## config.mk

```make
export PLATFORM = sky130hd
export DESIGN_NAME = wav_pcm16_parser_downmix_unit
export DESIGN_NICKNAME = d
export VERILOG_FILES = /design/src/hdl/wpdm_pkg.sv /design/src/hdl/wav_pcm16_parser_downmix_unit.sv /design/src/hdl/wpdm_parser.sv /design/src/hdl/wpdm_out_fifo.sv
export SDC_FILE = /design/constraint.sdc
export NUM_CORES = 2
export LEC_CHECK = 0
export ABC_AREA = 0
export BUFFER_PORTS_ARGS = -buffer_cell sky130_fd_sc_hd__buf_4
export CAP_MARGIN = 0
export CORE_MARGIN = 1.5
export CORE_UTILIZATION = 33
export DETAILED_ROUTE_END_ITERATION = 7
export PLACE_DENSITY_LB_ADDON = 0.3
export SYNTH_ARGS = -nofsm -noshare
export SYNTH_HDL_FRONTEND = slang
export SYNTH_SLANG_ARGS = --single-unit
```

## constraint.sdc

```tcl
create_clock -name clk -period 5.88 [get_ports clk]
set_input_delay 0.588 -clock clk [delete_from_list [all_inputs] [get_ports clk]]
set_output_delay 0.588 -clock clk [all_outputs]
set_load 0.02 [all_outputs]
```

## src/hdl/wpdm_pkg.sv

```systemverilog
// Package with the types, codes and constants of the WAV parser and downmix block.
`timescale 1ns / 1ps
package wpdm_pkg;

  localparam int          FIFO_DEPTH_DEF = 4;
  localparam logic [31:0] MAX_RATE_RST   = 32'd384000;

  localparam logic [31:0] TAG_RIFF = 32'h46464952;
  localparam logic [31:0] TAG_WAVE = 32'h45564157;
  localparam logic [31:0] TAG_FMT  = 32'h20746D66;
  localparam logic [31:0] TAG_DATA = 32'h61746164;

  localparam logic [15:0] PCM_FORMAT    = 16'd1;
  localparam logic [15:0] PCM_BITS      = 16'd16;
  localparam logic [31:0] FMT_MIN_SIZE  = 32'd16;
  localparam logic [3:0]  FMT_LAST_IDX  = 4'd15;
  localparam logic [15:0] CH_MONO       = 16'd1;
  localparam logic [15:0] CH_STEREO     = 16'd2;

  localparam logic KIND_SAMPLE = 1'b0;
  localparam logic KIND_STATUS = 1'b1;

  localparam int TDATA_W = 88;

  typedef enum logic [3:0] {
    PH_RIFF,
    PH_RSIZE,
    PH_WAVE,
    PH_ID,
    PH_SZ_FMT,
    PH_SZ_DATA,
    PH_SZ_OTHER,
    PH_FMT,
    PH_SKIP,
    PH_DATA,
    PH_HALT
  } phase_t;

  typedef enum logic [3:0] {
    ST_OK         = 4'd0,
    ST_RIFF_TAG   = 4'd1,
    ST_RIFF_SIZE  = 4'd2,
    ST_WAVE_TAG   = 4'd3,
    ST_CHUNK_SIZE = 4'd4,
    ST_FMT_SMALL  = 4'd5,
    ST_FMT_TRUNC  = 4'd6,
    ST_SKIP_TRUNC = 4'd7,
    ST_DATA_TRUNC = 4'd8,
    ST_NO_FMT     = 4'd9,
    ST_FMT_CODE   = 4'd10,
    ST_BITS       = 4'd11,
    ST_CHANNELS   = 4'd12,
    ST_RATE       = 4'd13,
    ST_ALIGN      = 4'd14
  } status_t;

  typedef struct packed {
    logic               kind;
    logic signed [16:0] mono_sample;
    status_t            status;
    logic [31:0]        rate_out;
    logic [1:0]         channels_out;
    logic [31:0]        frames_out;
    logic               last_result;
  } result_t;

  // Up to two results per input byte: a sample, then the final status.
  typedef struct packed {
    logic    sample_vld;
    logic    status_vld;
    result_t sample;
    result_t status;
  } push_t;

endpackage

```

## src/hdl/wav_pcm16_parser_downmix_unit.sv

```systemverilog
// Top level of the WAV 16-bit PCM parser with mono downmix.
//
//   channel | direction | request moves
//   --------+-----------+-------------------------------------------------
//   in_     | slave     | one file byte, tlast on the last byte of the file
//   out_    | master    | one sample or, with tlast, the final status
//   cfg_    | write     | max_sample_rate, taken on any cycle with cfg_we
//
// One byte is taken per cycle while in_tready is high; its results are queued in the next cycle.
// A byte yields at most two results, so in_tready is high while the queue has room
// for two; with out_tready held high the block runs at one byte per cycle.
// Reset is synchronous and active low; it empties the queue and restarts the parser.
// A stall on the output side holds the head result and, once the queue fills, in_tready.
`timescale 1ns / 1ps
module wav_pcm16_parser_downmix_unit #(
  parameter int FIFO_DEPTH = wpdm_pkg::FIFO_DEPTH_DEF
) (
  input  logic                         clk,
  input  logic                         rst_n,
  input  logic                         cfg_we,
  input  logic [31:0]                  cfg_wdata,
  input  logic                         in_tvalid,
  output logic                         in_tready,
  input  logic [7:0]                   in_tdata,   // file_byte[7:0]
  input  logic                         in_tlast,
  output logic                         out_tvalid,
  input  logic                         out_tready,
  // mono_sample[16:0], status[20:17], rate_out[52:21], channels_out[54:53],
  // frames_out[86:55], zero [87]
  output logic [wpdm_pkg::TDATA_W-1:0] out_tdata,
  output logic                         out_tuser,  // kind[0]
  output logic                         out_tlast
);

  wpdm_pkg::push_t   push;
  wpdm_pkg::result_t res;
  logic              in_acc;

  assign in_acc = in_tvalid && in_tready;

  wpdm_parser u_parser (
    .clk       (clk),
    .rst_n     (rst_n),
    .cfg_we    (cfg_we),
    .cfg_wdata (cfg_wdata),
    .in_acc    (in_acc),
    .in_byte   (in_tdata),
    .in_eof    (in_tlast),
    .push      (push)
  );

  wpdm_out_fifo #(
    .DEPTH (FIFO_DEPTH)
  ) u_out_fifo (
    .clk       (clk),
    .rst_n     (rst_n),
    .push      (push),
    .space_ok  (in_tready),
    .out_valid (out_tvalid),
    .out_ready (out_tready),
    .out_data  (res)
  );

  assign out_tdata = {1'b0, res.frames_out, res.channels_out, res.rate_out, res.status,
                      res.mono_sample};
  assign out_tuser = res.kind;
  assign out_tlast = res.last_result;

endmodule

```

## src/hdl/wpdm_parser.sv

```systemverilog
// Byte-wise RIFF/WAVE chunk parser with fmt checks and mono downmix of 16-bit frames.
`timescale 1ns / 1ps
module wpdm_parser (
  input  logic               clk,
  input  logic               rst_n,
  input  logic               cfg_we,
  input  logic [31:0]        cfg_wdata,
  input  logic               in_acc,
  input  logic [7:0]         in_byte,
  input  logic               in_eof,
  output wpdm_pkg::push_t    push
);

  logic [31:0]         max_rate_r;
  wpdm_pkg::phase_t    phase_r, phase_nxt;
  logic [31:0]         bc_r, bc_nxt;
  logic [31:0]         fs_r, fs_nxt;
  logic [32:0]         rem_r, rem_nxt;
  logic [15:0]         fc_r, fc_nxt;
  logic [15:0]         ch_r, ch_nxt;
  logic [31:0]         rate_r, rate_nxt;
  logic [15:0]         sb_r, sb_nxt;
  logic                seen_r, seen_nxt;
  logic                stereo_r, stereo_nxt;
  logic [1:0]          fp_r, fp_nxt;
  logic [31:0]         total_r, total_nxt;
  wpdm_pkg::status_t   err_r, err_nxt;

  wpdm_pkg::status_t   fin_err;
  logic [31:0]         fin_rate;
  logic [1:0]          fin_ch;
  logic [31:0]         fin_frames;

  logic [31:0]         word_w;
  logic [31:0]         data_w;
  logic [32:0]         rem_dec;
  logic [32:0]         word_rem;
  logic                frame_done;
  logic                sample_emit;
  logic signed [16:0]  sample_val;
  logic [3:0]          fmt_k;

  function automatic logic [31:0] lane_or(input logic [31:0] w, input logic [7:0] b,
                                          input logic [1:0] k);
    lane_or = w | ({24'd0, b} << {k, 3'b000});
  endfunction

  assign word_w     = lane_or(fs_r, in_byte, bc_r[1:0]);
  assign data_w     = lane_or(fs_r, in_byte, fp_r);
  assign rem_dec    = rem_r - 33'd1;
  assign word_rem   = {1'b0, word_w} + {32'd0, word_w[0]};
  assign fmt_k      = bc_r[3:0];
  assign frame_done = stereo_r ? (fp_r == 2'd3) : (fp_r != 2'd0);
  assign sample_emit = in_acc && (phase_r == wpdm_pkg::PH_DATA) && (bc_r != 32'd0)
                       && frame_done;
  assign sample_val = stereo_r ? ({data_w[15], data_w[15:0]} + {data_w[31], data_w[31:16]})
                               : {data_w[15:0], 1'b0};

  // Next-state logic.
  always_comb begin
    phase_nxt  = phase_r;
    bc_nxt     = bc_r;
    fs_nxt     = fs_r;
    rem_nxt    = rem_r;
    fc_nxt     = fc_r;
    ch_nxt     = ch_r;
    rate_nxt   = rate_r;
    sb_nxt     = sb_r;
    seen_nxt   = seen_r;
    stereo_nxt = stereo_r;
    fp_nxt     = fp_r;
    total_nxt  = total_r;
    err_nxt    = err_r;
    fin_err    = wpdm_pkg::ST_OK;
    fin_rate   = 32'd0;
    fin_ch     = 2'd0;
    fin_frames = 32'd0;
    if (in_acc) begin
      unique case (phase_r)
        wpdm_pkg::PH_RIFF, wpdm_pkg::PH_RSIZE, wpdm_pkg::PH_WAVE, wpdm_pkg::PH_ID,
        wpdm_pkg::PH_SZ_FMT, wpdm_pkg::PH_SZ_DATA, wpdm_pkg::PH_SZ_OTHER: begin
          fs_nxt = word_w;
          bc_nxt = {30'd0, bc_r[1:0]} + 32'd1;
          if (bc_r[1:0] == 2'd3) begin
            bc_nxt = 32'd0;
            fs_nxt = 32'd0;
            unique case (phase_r)
              wpdm_pkg::PH_RIFF: begin
                if (word_w == wpdm_pkg::TAG_RIFF) begin
                  phase_nxt = wpdm_pkg::PH_RSIZE;
                end else begin
                  err_nxt   = wpdm_pkg::ST_RIFF_TAG;
                  phase_nxt = wpdm_pkg::PH_HALT;
                end
              end
              wpdm_pkg::PH_RSIZE: begin
                phase_nxt = wpdm_pkg::PH_WAVE;
              end
              wpdm_pkg::PH_WAVE: begin
                if (word_w == wpdm_pkg::TAG_WAVE) begin
                  phase_nxt = wpdm_pkg::PH_ID;
                end else begin
                  err_nxt   = wpdm_pkg::ST_WAVE_TAG;
                  phase_nxt = wpdm_pkg::PH_HALT;
                end
              end
              wpdm_pkg::PH_ID: begin
                if (word_w == wpdm_pkg::TAG_FMT) begin
                  phase_nxt = wpdm_pkg::PH_SZ_FMT;
                end else if (word_w == wpdm_pkg::TAG_DATA) begin
                  phase_nxt = wpdm_pkg::PH_SZ_DATA;
                end else begin
                  phase_nxt = wpdm_pkg::PH_SZ_OTHER;
                end
              end
              wpdm_pkg::PH_SZ_FMT: begin
                if (word_w < wpdm_pkg::FMT_MIN_SIZE) begin
                  err_nxt   = wpdm_pkg::ST_FMT_SMALL;
                  phase_nxt = wpdm_pkg::PH_HALT;
                end else begin
                  rem_nxt   = word_rem;
                  fc_nxt    = 16'd0;
                  ch_nxt    = 16'd0;
                  rate_nxt  = 32'd0;
                  sb_nxt    = 16'd0;
                  phase_nxt = wpdm_pkg::PH_FMT;
                end
              end
              wpdm_pkg::PH_SZ_DATA: begin
                if (!seen_r) begin
                  err_nxt   = wpdm_pkg::ST_NO_FMT;
                  phase_nxt = wpdm_pkg::PH_HALT;
                end else if (stereo_r ? (word_w[1:0] != 2'd0) : word_w[0]) begin
                  err_nxt   = wpdm_pkg::ST_ALIGN;
                  phase_nxt = wpdm_pkg::PH_HALT;
                end else begin
                  rem_nxt   = word_rem;
                  bc_nxt    = word_w;
                  fp_nxt    = 2'd0;
                  phase_nxt = (word_rem != 33'd0) ? wpdm_pkg::PH_DATA : wpdm_pkg::PH_ID;
                end
              end
              default: begin
                rem_nxt   = word_rem;
                phase_nxt = (word_rem != 33'd0) ? wpdm_pkg::PH_SKIP : wpdm_pkg::PH_ID;
              end
            endcase
          end
        end
        wpdm_pkg::PH_FMT: begin
          if (fmt_k < 4'd2) begin
            fc_nxt = fc_r | ({8'd0, in_byte} << {fmt_k[0], 3'b000});
          end else if (fmt_k < 4'd4) begin
            ch_nxt = ch_r | ({8'd0, in_byte} << {fmt_k[0], 3'b000});
          end else if (fmt_k < 4'd8) begin
            rate_nxt = rate_r | ({24'd0, in_byte} << {fmt_k[1:0], 3'b000});
          end else if (fmt_k >= 4'd14) begin
            sb_nxt = sb_r | ({8'd0, in_byte} << {fmt_k[0], 3'b000});
          end
          bc_nxt  = bc_r + 32'd1;
          rem_nxt = rem_dec;
          if (fmt_k == wpdm_pkg::FMT_LAST_IDX) begin
            bc_nxt = 32'd0;
            priority if (fc_nxt != wpdm_pkg::PCM_FORMAT) begin
              err_nxt   = wpdm_pkg::ST_FMT_CODE;
              phase_nxt = wpdm_pkg::PH_HALT;
            end else if (sb_nxt != wpdm_pkg::PCM_BITS) begin
              err_nxt   = wpdm_pkg::ST_BITS;
              phase_nxt = wpdm_pkg::PH_HALT;
            end else if (ch_nxt != wpdm_pkg::CH_MONO && ch_nxt != wpdm_pkg::CH_STEREO) begin
              err_nxt   = wpdm_pkg::ST_CHANNELS;
              phase_nxt = wpdm_pkg::PH_HALT;
            end else if (rate_nxt == 32'd0 || rate_nxt > max_rate_r) begin
              err_nxt   = wpdm_pkg::ST_RATE;
              phase_nxt = wpdm_pkg::PH_HALT;
            end else begin
              seen_nxt   = 1'b1;
              stereo_nxt = (ch_nxt == wpdm_pkg::CH_STEREO);
              phase_nxt  = (rem_dec != 33'd0) ? wpdm_pkg::PH_SKIP : wpdm_pkg::PH_ID;
            end
          end
        end
        wpdm_pkg::PH_SKIP: begin
          rem_nxt = rem_dec;
          if (rem_dec == 33'd0) begin
            phase_nxt = wpdm_pkg::PH_ID;
          end
        end
        wpdm_pkg::PH_DATA: begin
          // Bytes past the declared size but inside the chunk are the pad byte.
          if (bc_r != 32'd0) begin
            bc_nxt = bc_r - 32'd1;
            if (frame_done) begin
              total_nxt = total_r + 32'd1;
              fp_nxt    = 2'd0;
              fs_nxt    = 32'd0;
            end else begin
              fp_nxt = fp_r + 2'd1;
              fs_nxt = data_w;
            end
          end
          rem_nxt = rem_dec;
          if (rem_dec == 33'd0) begin
            phase_nxt = wpdm_pkg::PH_ID;
            bc_nxt    = 32'd0;
            fs_nxt    = 32'd0;
          end
        end
        default: begin
        end
      endcase

      if (in_eof) begin
        fin_err = err_nxt;
        if (err_nxt == wpdm_pkg::ST_OK) begin
          unique case (phase_nxt)
            wpdm_pkg::PH_RIFF:  fin_err = wpdm_pkg::ST_RIFF_TAG;
            wpdm_pkg::PH_RSIZE: fin_err = wpdm_pkg::ST_RIFF_SIZE;
            wpdm_pkg::PH_WAVE:  fin_err = wpdm_pkg::ST_WAVE_TAG;
            wpdm_pkg::PH_SZ_FMT, wpdm_pkg::PH_SZ_DATA, wpdm_pkg::PH_SZ_OTHER:
              fin_err = wpdm_pkg::ST_CHUNK_SIZE;
            wpdm_pkg::PH_FMT:   fin_err = wpdm_pkg::ST_FMT_TRUNC;
            wpdm_pkg::PH_SKIP:  fin_err = wpdm_pkg::ST_SKIP_TRUNC;
            wpdm_pkg::PH_DATA: begin
              if (bc_nxt != 32'd0) begin
                fin_err = wpdm_pkg::ST_DATA_TRUNC;
              end
            end
            default: begin
            end
          endcase
          if (fin_err == wpdm_pkg::ST_OK && !seen_nxt) begin
            fin_err = wpdm_pkg::ST_NO_FMT;
          end
        end
        fin_frames = total_nxt;
        if (fin_err == wpdm_pkg::ST_OK) begin
          fin_rate = rate_nxt;
          fin_ch   = ch_nxt[1:0];
        end
        // The file is done: everything but the register goes back to reset.
        phase_nxt  = wpdm_pkg::PH_RIFF;
        bc_nxt     = 32'd0;
        fs_nxt     = 32'd0;
        rem_nxt    = 33'd0;
        fc_nxt     = 16'd0;
        ch_nxt     = 16'd0;
        rate_nxt   = 32'd0;
        sb_nxt     = 16'd0;
        seen_nxt   = 1'b0;
        stereo_nxt = 1'b0;
        fp_nxt     = 2'd0;
        total_nxt  = 32'd0;
        err_nxt    = wpdm_pkg::ST_OK;
      end
    end
  end

  // Result outputs.
  always_comb begin
    push                     = '0;
    push.sample_vld          = sample_emit;
    push.sample.kind         = wpdm_pkg::KIND_SAMPLE;
    push.sample.mono_sample  = sample_val;
    push.sample.status       = wpdm_pkg::ST_OK;
    push.sample.last_result  = 1'b0;
    push.status_vld          = in_acc && in_eof;
    push.status.kind         = wpdm_pkg::KIND_STATUS;
    push.status.mono_sample  = 17'sd0;
    push.status.status       = fin_err;
    push.status.rate_out     = fin_rate;
    push.status.channels_out = fin_ch;
    push.status.frames_out   = fin_frames;
    push.status.last_result  = 1'b1;
  end

  always_ff @(posedge clk) begin
    if (!rst_n) begin
      max_rate_r <= wpdm_pkg::MAX_RATE_RST;
    end else if (cfg_we) begin
      max_rate_r <= cfg_wdata;
    end
  end

  always_ff @(posedge clk) begin
    if (!rst_n) begin
      phase_r  <= wpdm_pkg::PH_RIFF;
      bc_r     <= 32'd0;
      fs_r     <= 32'd0;
      rem_r    <= 33'd0;
      fc_r     <= 16'd0;
      ch_r     <= 16'd0;
      rate_r   <= 32'd0;
      sb_r     <= 16'd0;
      seen_r   <= 1'b0;
      stereo_r <= 1'b0;
      fp_r     <= 2'd0;
      total_r  <= 32'd0;
      err_r    <= wpdm_pkg::ST_OK;
    end else begin
      phase_r  <= phase_nxt;
      bc_r     <= bc_nxt;
      fs_r     <= fs_nxt;
      rem_r    <= rem_nxt;
      fc_r     <= fc_nxt;
      ch_r     <= ch_nxt;
      rate_r   <= rate_nxt;
      sb_r     <= sb_nxt;
      seen_r   <= seen_nxt;
      stereo_r <= stereo_nxt;
      fp_r     <= fp_nxt;
      total_r  <= total_nxt;
      err_r    <= err_nxt;
    end
  end

endmodule

```

## src/hdl/wpdm_out_fifo.sv

```systemverilog
// Result queue that takes up to two results per cycle and hands out one per request.
`timescale 1ns / 1ps
module wpdm_out_fifo #(
  parameter int DEPTH = wpdm_pkg::FIFO_DEPTH_DEF
) (
  input  logic               clk,
  input  logic               rst_n,
  input  wpdm_pkg::push_t    push,
  output logic               space_ok,
  output logic               out_valid,
  input  logic               out_ready,
  output wpdm_pkg::result_t  out_data
);

  localparam int PTR_W = (DEPTH > 1) ? $clog2(DEPTH) : 1;
  localparam int CNT_W = $clog2(DEPTH + 1);

  wpdm_pkg::result_t mem [DEPTH];
  logic [PTR_W-1:0]  wp_r, wp_nxt;
  logic [PTR_W-1:0]  rp_r, rp_nxt;
  logic [CNT_W-1:0]  cnt_r, cnt_nxt;
  logic [PTR_W-1:0]  wr1;
  logic [CNT_W-1:0]  n_push;
  logic              pop;
  wpdm_pkg::result_t first;

  function automatic logic [PTR_W-1:0] ptr_inc(input logic [PTR_W-1:0] p);
    ptr_inc = (p == PTR_W'(DEPTH - 1)) ? '0 : p + 1'b1;
  endfunction

  assign n_push    = CNT_W'(push.sample_vld) + CNT_W'(push.status_vld);
  assign pop       = out_valid && out_ready;
  assign wr1       = ptr_inc(wp_r);
  assign first     = push.sample_vld ? push.sample : push.status;
  // Room for a full pair of results is required before a byte is taken.
  assign space_ok  = (cnt_r <= CNT_W'(DEPTH - 2));
  assign out_valid = (cnt_r != '0);
  assign out_data  = mem[rp_r];

  always_comb begin
    wp_nxt = wp_r;
    if (n_push == CNT_W'(2)) begin
      wp_nxt = ptr_inc(wr1);
    end else if (n_push == CNT_W'(1)) begin
      wp_nxt = wr1;
    end
    rp_nxt  = pop ? ptr_inc(rp_r) : rp_r;
    cnt_nxt = cnt_r + n_push - CNT_W'(pop);
  end

  always_ff @(posedge clk) begin
    if (push.sample_vld || push.status_vld) begin
      mem[wp_r] <= first;
    end
    if (push.sample_vld && push.status_vld) begin
      mem[wr1] <= push.status;
    end
  end

  always_ff @(posedge clk) begin
    if (!rst_n) begin
      wp_r  <= '0;
      rp_r  <= '0;
      cnt_r <= '0;
    end else begin
      wp_r  <= wp_nxt;
      rp_r  <= rp_nxt;
      cnt_r <= cnt_nxt;
    end
  end

endmodule

```

==> impl_results.md <==
* Number of sinks on the clock net at 614
* Synthesis-to-layout area growth at 15.9%
* Initial drt markers at 3125
* Share of power burned in combinational logic at 22.5%
* Wirelength per Cell at 23.3 um
* Via total after detailed routing at 31900
* Placeable Area at 0.108 mm^2
* Max cap viols at 0
* Part of the power in the clock network at 38.2%
* Count of cells along the worst hold path at 3
* Number of cells in the design after placement at 5306
* Number of nets at the end of the flow at 4101
* Startpoint kind of the worst setup timing path: flop
* Count of state elements after synthesis at 614
* Run status: complete, no violations
* Initial antenna violation count at 2
* Sequential element share of the synthesized area at 42.0%
* Leading area contributor after synthesis: edfxtp_1
* Number of global-route vias before repair at 30200
* Antenna violation net count after detailed routing at 0
* Top FF cell, synth: dfxtp_1
* Mapped Cells at 3907
* Overall overflow remaining after global route at 0
* Die footprint at 0.111 mm^2
* I/O pin cnt at 138
* Power density over cell area at 290 mW/mm^2
* Portion of total power attributed to sequential cells at 39.3%
* Row count at 120
* Number of logic stages on the critical path including buffering at 19
* Final setup viols at 0
* Max-Slew Margin vs Limit at 25.3%
* Clock tree from TritonCTS: built
* Source of the worst hold timing path: cfg_wdata[14]
* Pleak at 14.8 nW
* CTS hold repair buffers at 0
* Critical path's top delay family: compound AO/OA/AOI/OAI gates
* Number of port buffers at 136
* Timing startpoint of the critical path: u_parser.rem_r[1]
* Global-route total usage across every layer at 22.1%
* Cell type of the slowest stage on the worst timing path: or4_1
* Max Slew Vio Count at 0
* Count of buffering cells on the critical path with inverters included at 4
* Post-Synthesis Cell Area at 0.0360 mm^2
* Cell chosen for the clock root: clkbuf_16
* Area share of the leading cell type in the synthesized netlist at 23.4%
* First-pass iteration count of the detailed router at 6
* Number of DRC violations after detailed routing at 0
* Post-synth ARST share at 0%
* IR drop worst, VDD at 0.188 mV
* First-pass GRT wire length at 192 mm
* Worst Clk Skew at 0.0229 ns
* Detailed-route vias per instance at 5.85
* CTS clock-pin slew for the worst setup and hold paths at 0.06 ns
* Capturing element type of the critical path: flop
* Per-instance average area after synthesis at 9.21 um^2
* Final routed wirelength across all metal layers at 127 mm
* Cell chain of the critical path: inv_1 -> ha_1 -> buf_4 -> o21ba_2 -> o31ai_1 -> o31a_1 -> or4_1 -> a2111oi_4 -> a311oi_1 -> buf_4 -> o211ai_1 -> a31oi_2 -> a211o_1 -> nor3b_2 -> a22oi_1 -> o211ai_1 -> a211o_4 -> buf_12 -> nor4_1
* Path category of the worst min-delay check: in -> reg
* Worst Reg-to-Reg Cells at 19
* Worst endpoint required time at 6.30 ns
* Period minus WS final at 5.67 ns
* Clock network latency to the later pin of the worst-skew pair at 0.65 ns
* Maximum net fanout on the critical path at 44
* Ranking of synthesized cells by area: edfxtp_1, dfxtp_1, mux4_2
* Pin slew with the least headroom to its limit at 1.12 ns
* Ratio of cells with drive above 1 in the final layout at 16.8%
* Yosys cell types at 111
* Pin count of the biggest net entering global routing at 94
* Switching power at 3.74 mW
* Post-route fraction of the period consumed by the critical path at 96.5%
* Switching share of power at 30.9%
* Die outline width at 333 um
* Post-synth EDFFs at 280
* Die height at 333 um
* Initial Utilization at 33.5%
* Internal power of the cells at 8.35 mW
* CTS HTree Levels at 3
* Clock buffer depth at 3
* Gp weighted congestion at 0.984
* Detail Placement HPWL at 87.9 mm
* Count of final hold-check violations at 0
* Syn. warnings at 0
* Syn nets at 4029
* Final cell count without fillers at 5442
* Number of CTS-inserted buffers at 73
* Highest achievable clock rate at 176 MHz
* CP Class: reg -> reg
* Reg-to-reg startpoint: u_parser.rem_r[1]
* Total power at 12.1 mW
* Crit path largest cell delay at 0.63 ns
* WP data arrival at 6.09 ns
-- repair_timing --
action                                  in CTS  in global routing
resized for setup                            0                 17
buffers inserted                             0                  1
endpoints found under the setup margin       0                141
-- placed cells by master (no fill, tap or decap), types with 74 or more instances in the layout --
cell / synthesis / final
nor2_1: 398 / 394
dfxtp_1: 334 / 329
buf_4: 6 / 319
nand2_1: 323 / 317
edfxtp_1: 280 / 280
a21oi_1: 233 / 228
o21ai_0: 190 / 186
nor4_1: 165 / 164
nor2b_1: 139 / 138
nor3_1: 133 / 132
inv_1: 95 / 91
mux4_2: 88 / 88
clkbuf_16: 0 / 75
ha_1: 74 / 74
-- sequential cells by signal, summed over array words and instances (netlist names), 32 cells and up, named ones only --
name and count:
u_out_fifo.mem 352, u_parser.bc_r 32, u_parser.fs_r 32, u_parser.max_rate_r 32
u_parser.rate_r 32, u_parser.rem_r 33, u_parser.total_r 32
-- cell type report --
class / instances / area [um^2]
Fill cell: 10700 / 65800
Multi-Input combinational cell: 2855 / 19200
Sequential cell: 614 / 15100
Timing Repair Buffer: 339 / 2800
Clock buffer: 104 / 2060
Tap cell: 1403 / 1760
Inverter: 96 / 375
Clock inverter: 30 / 369
Antenna cell: 1 / 2.50
-- Yosys cell counts, types with 23 or more instances --
library cell and instances:
nor2_1 398, dfxtp_1 334, nand2_1 323, edfxtp_1 280, clkbuf_1 259, a21oi_1 233, o21ai_0 190, nor4_1 165
nor2b_1 139, nor3_1 133, inv_1 95, mux4_2 88, ha_1 74, a22oi_1 69, xnor2_1 69, a22o_1 67
nand3_1 63, a31oi_1 57, a21o_1 55, and2_1 49, a21boi_0 48, mux2i_1 42, xor2_1 42, nand4_1 40
or3_1 39, and3_1 36, buf_1 32, buf_2 30, nor4_2 28, a211oi_1 27, o211ai_1 25, o22ai_1 25
a31o_2 23, nand2b_1 23
-- path summary, 6_finish.rpt --
kind	endpoint	slack, ns
hold reg to reg	u_out_fifo.mem[1][0]	0.45
setup / recovery	u_out_fifo.mem[3][63]	0.21
setup reg to reg	u_out_fifo.mem[3][63]	0.21
hold / removal	u_parser.max_rate_r[14]	0.17
-- tightest hold or removal path, delay by kind of cell --
| kind | cells | cell delay [ns] |
|---|---|---|
| AO/OA/AOI/OAI | 1 | 0.06 |
| buffers and inverters | 1 | 0.08 |
| AND/OR/NAND/NOR | 1 | 0.04 |
-- cell families after synthesis --
| group | after synthesis | share of synthesized area [%] |
|---|---|---|
| compound gates | 978 | 18.2 |
| simple gates | 1554 | 22.6 |
| fa+ha+maj | 76 | 2.69 |
| mux | 135 | 6.84 |
| xor+xnor | 111 | 2.70 |
| buf+inv | 438 | 5.08 |
| other cells | 1 | 0.0104 |
| flops | 614 | 42.0 |
-- per-layer routing --
layer,part of all wire (%),global-route usage (%),vias up
met4,3.7,8.43,4
met3,6.8,3.66,270
met5,0.021,0,-
met1,44,29.9,15600
li1,-,-,14700
met2,46,35.2,1281
-- power groups by stage --
stage	Sequential, mW	Combinational [mW]	Clock (mW)
3_3_place_gp	4.84	2.69	0
2_1_floorplan	4.72	1.80	0
6_report	4.75	2.72	4.62
5_1_grt	4.77	2.89	4.87
3_5_place_dp	4.85	2.69	0
4_1_cts	4.76	2.70	4.71
-- stage by stage --
step           hold slack (ns)  worst slack, ns  cell area (um^2)  util (%)  setup TNS, ns
5_1_grt                  0.154          -0.0346             41700      38.8         -0.131
6_report                 0.173            0.206             41700      38.8              0
2_1_floorplan            0.418           0.0347             36000         -              0
3_5_place_dp             0.442           0.0541             39200      36.4              0
4_1_cts                  0.139            0.108             41600      38.7              0
3_3_place_gp             0.429           0.0559             39200      36.4              0
Note: power is estimated with default switching activity, not from simulation.
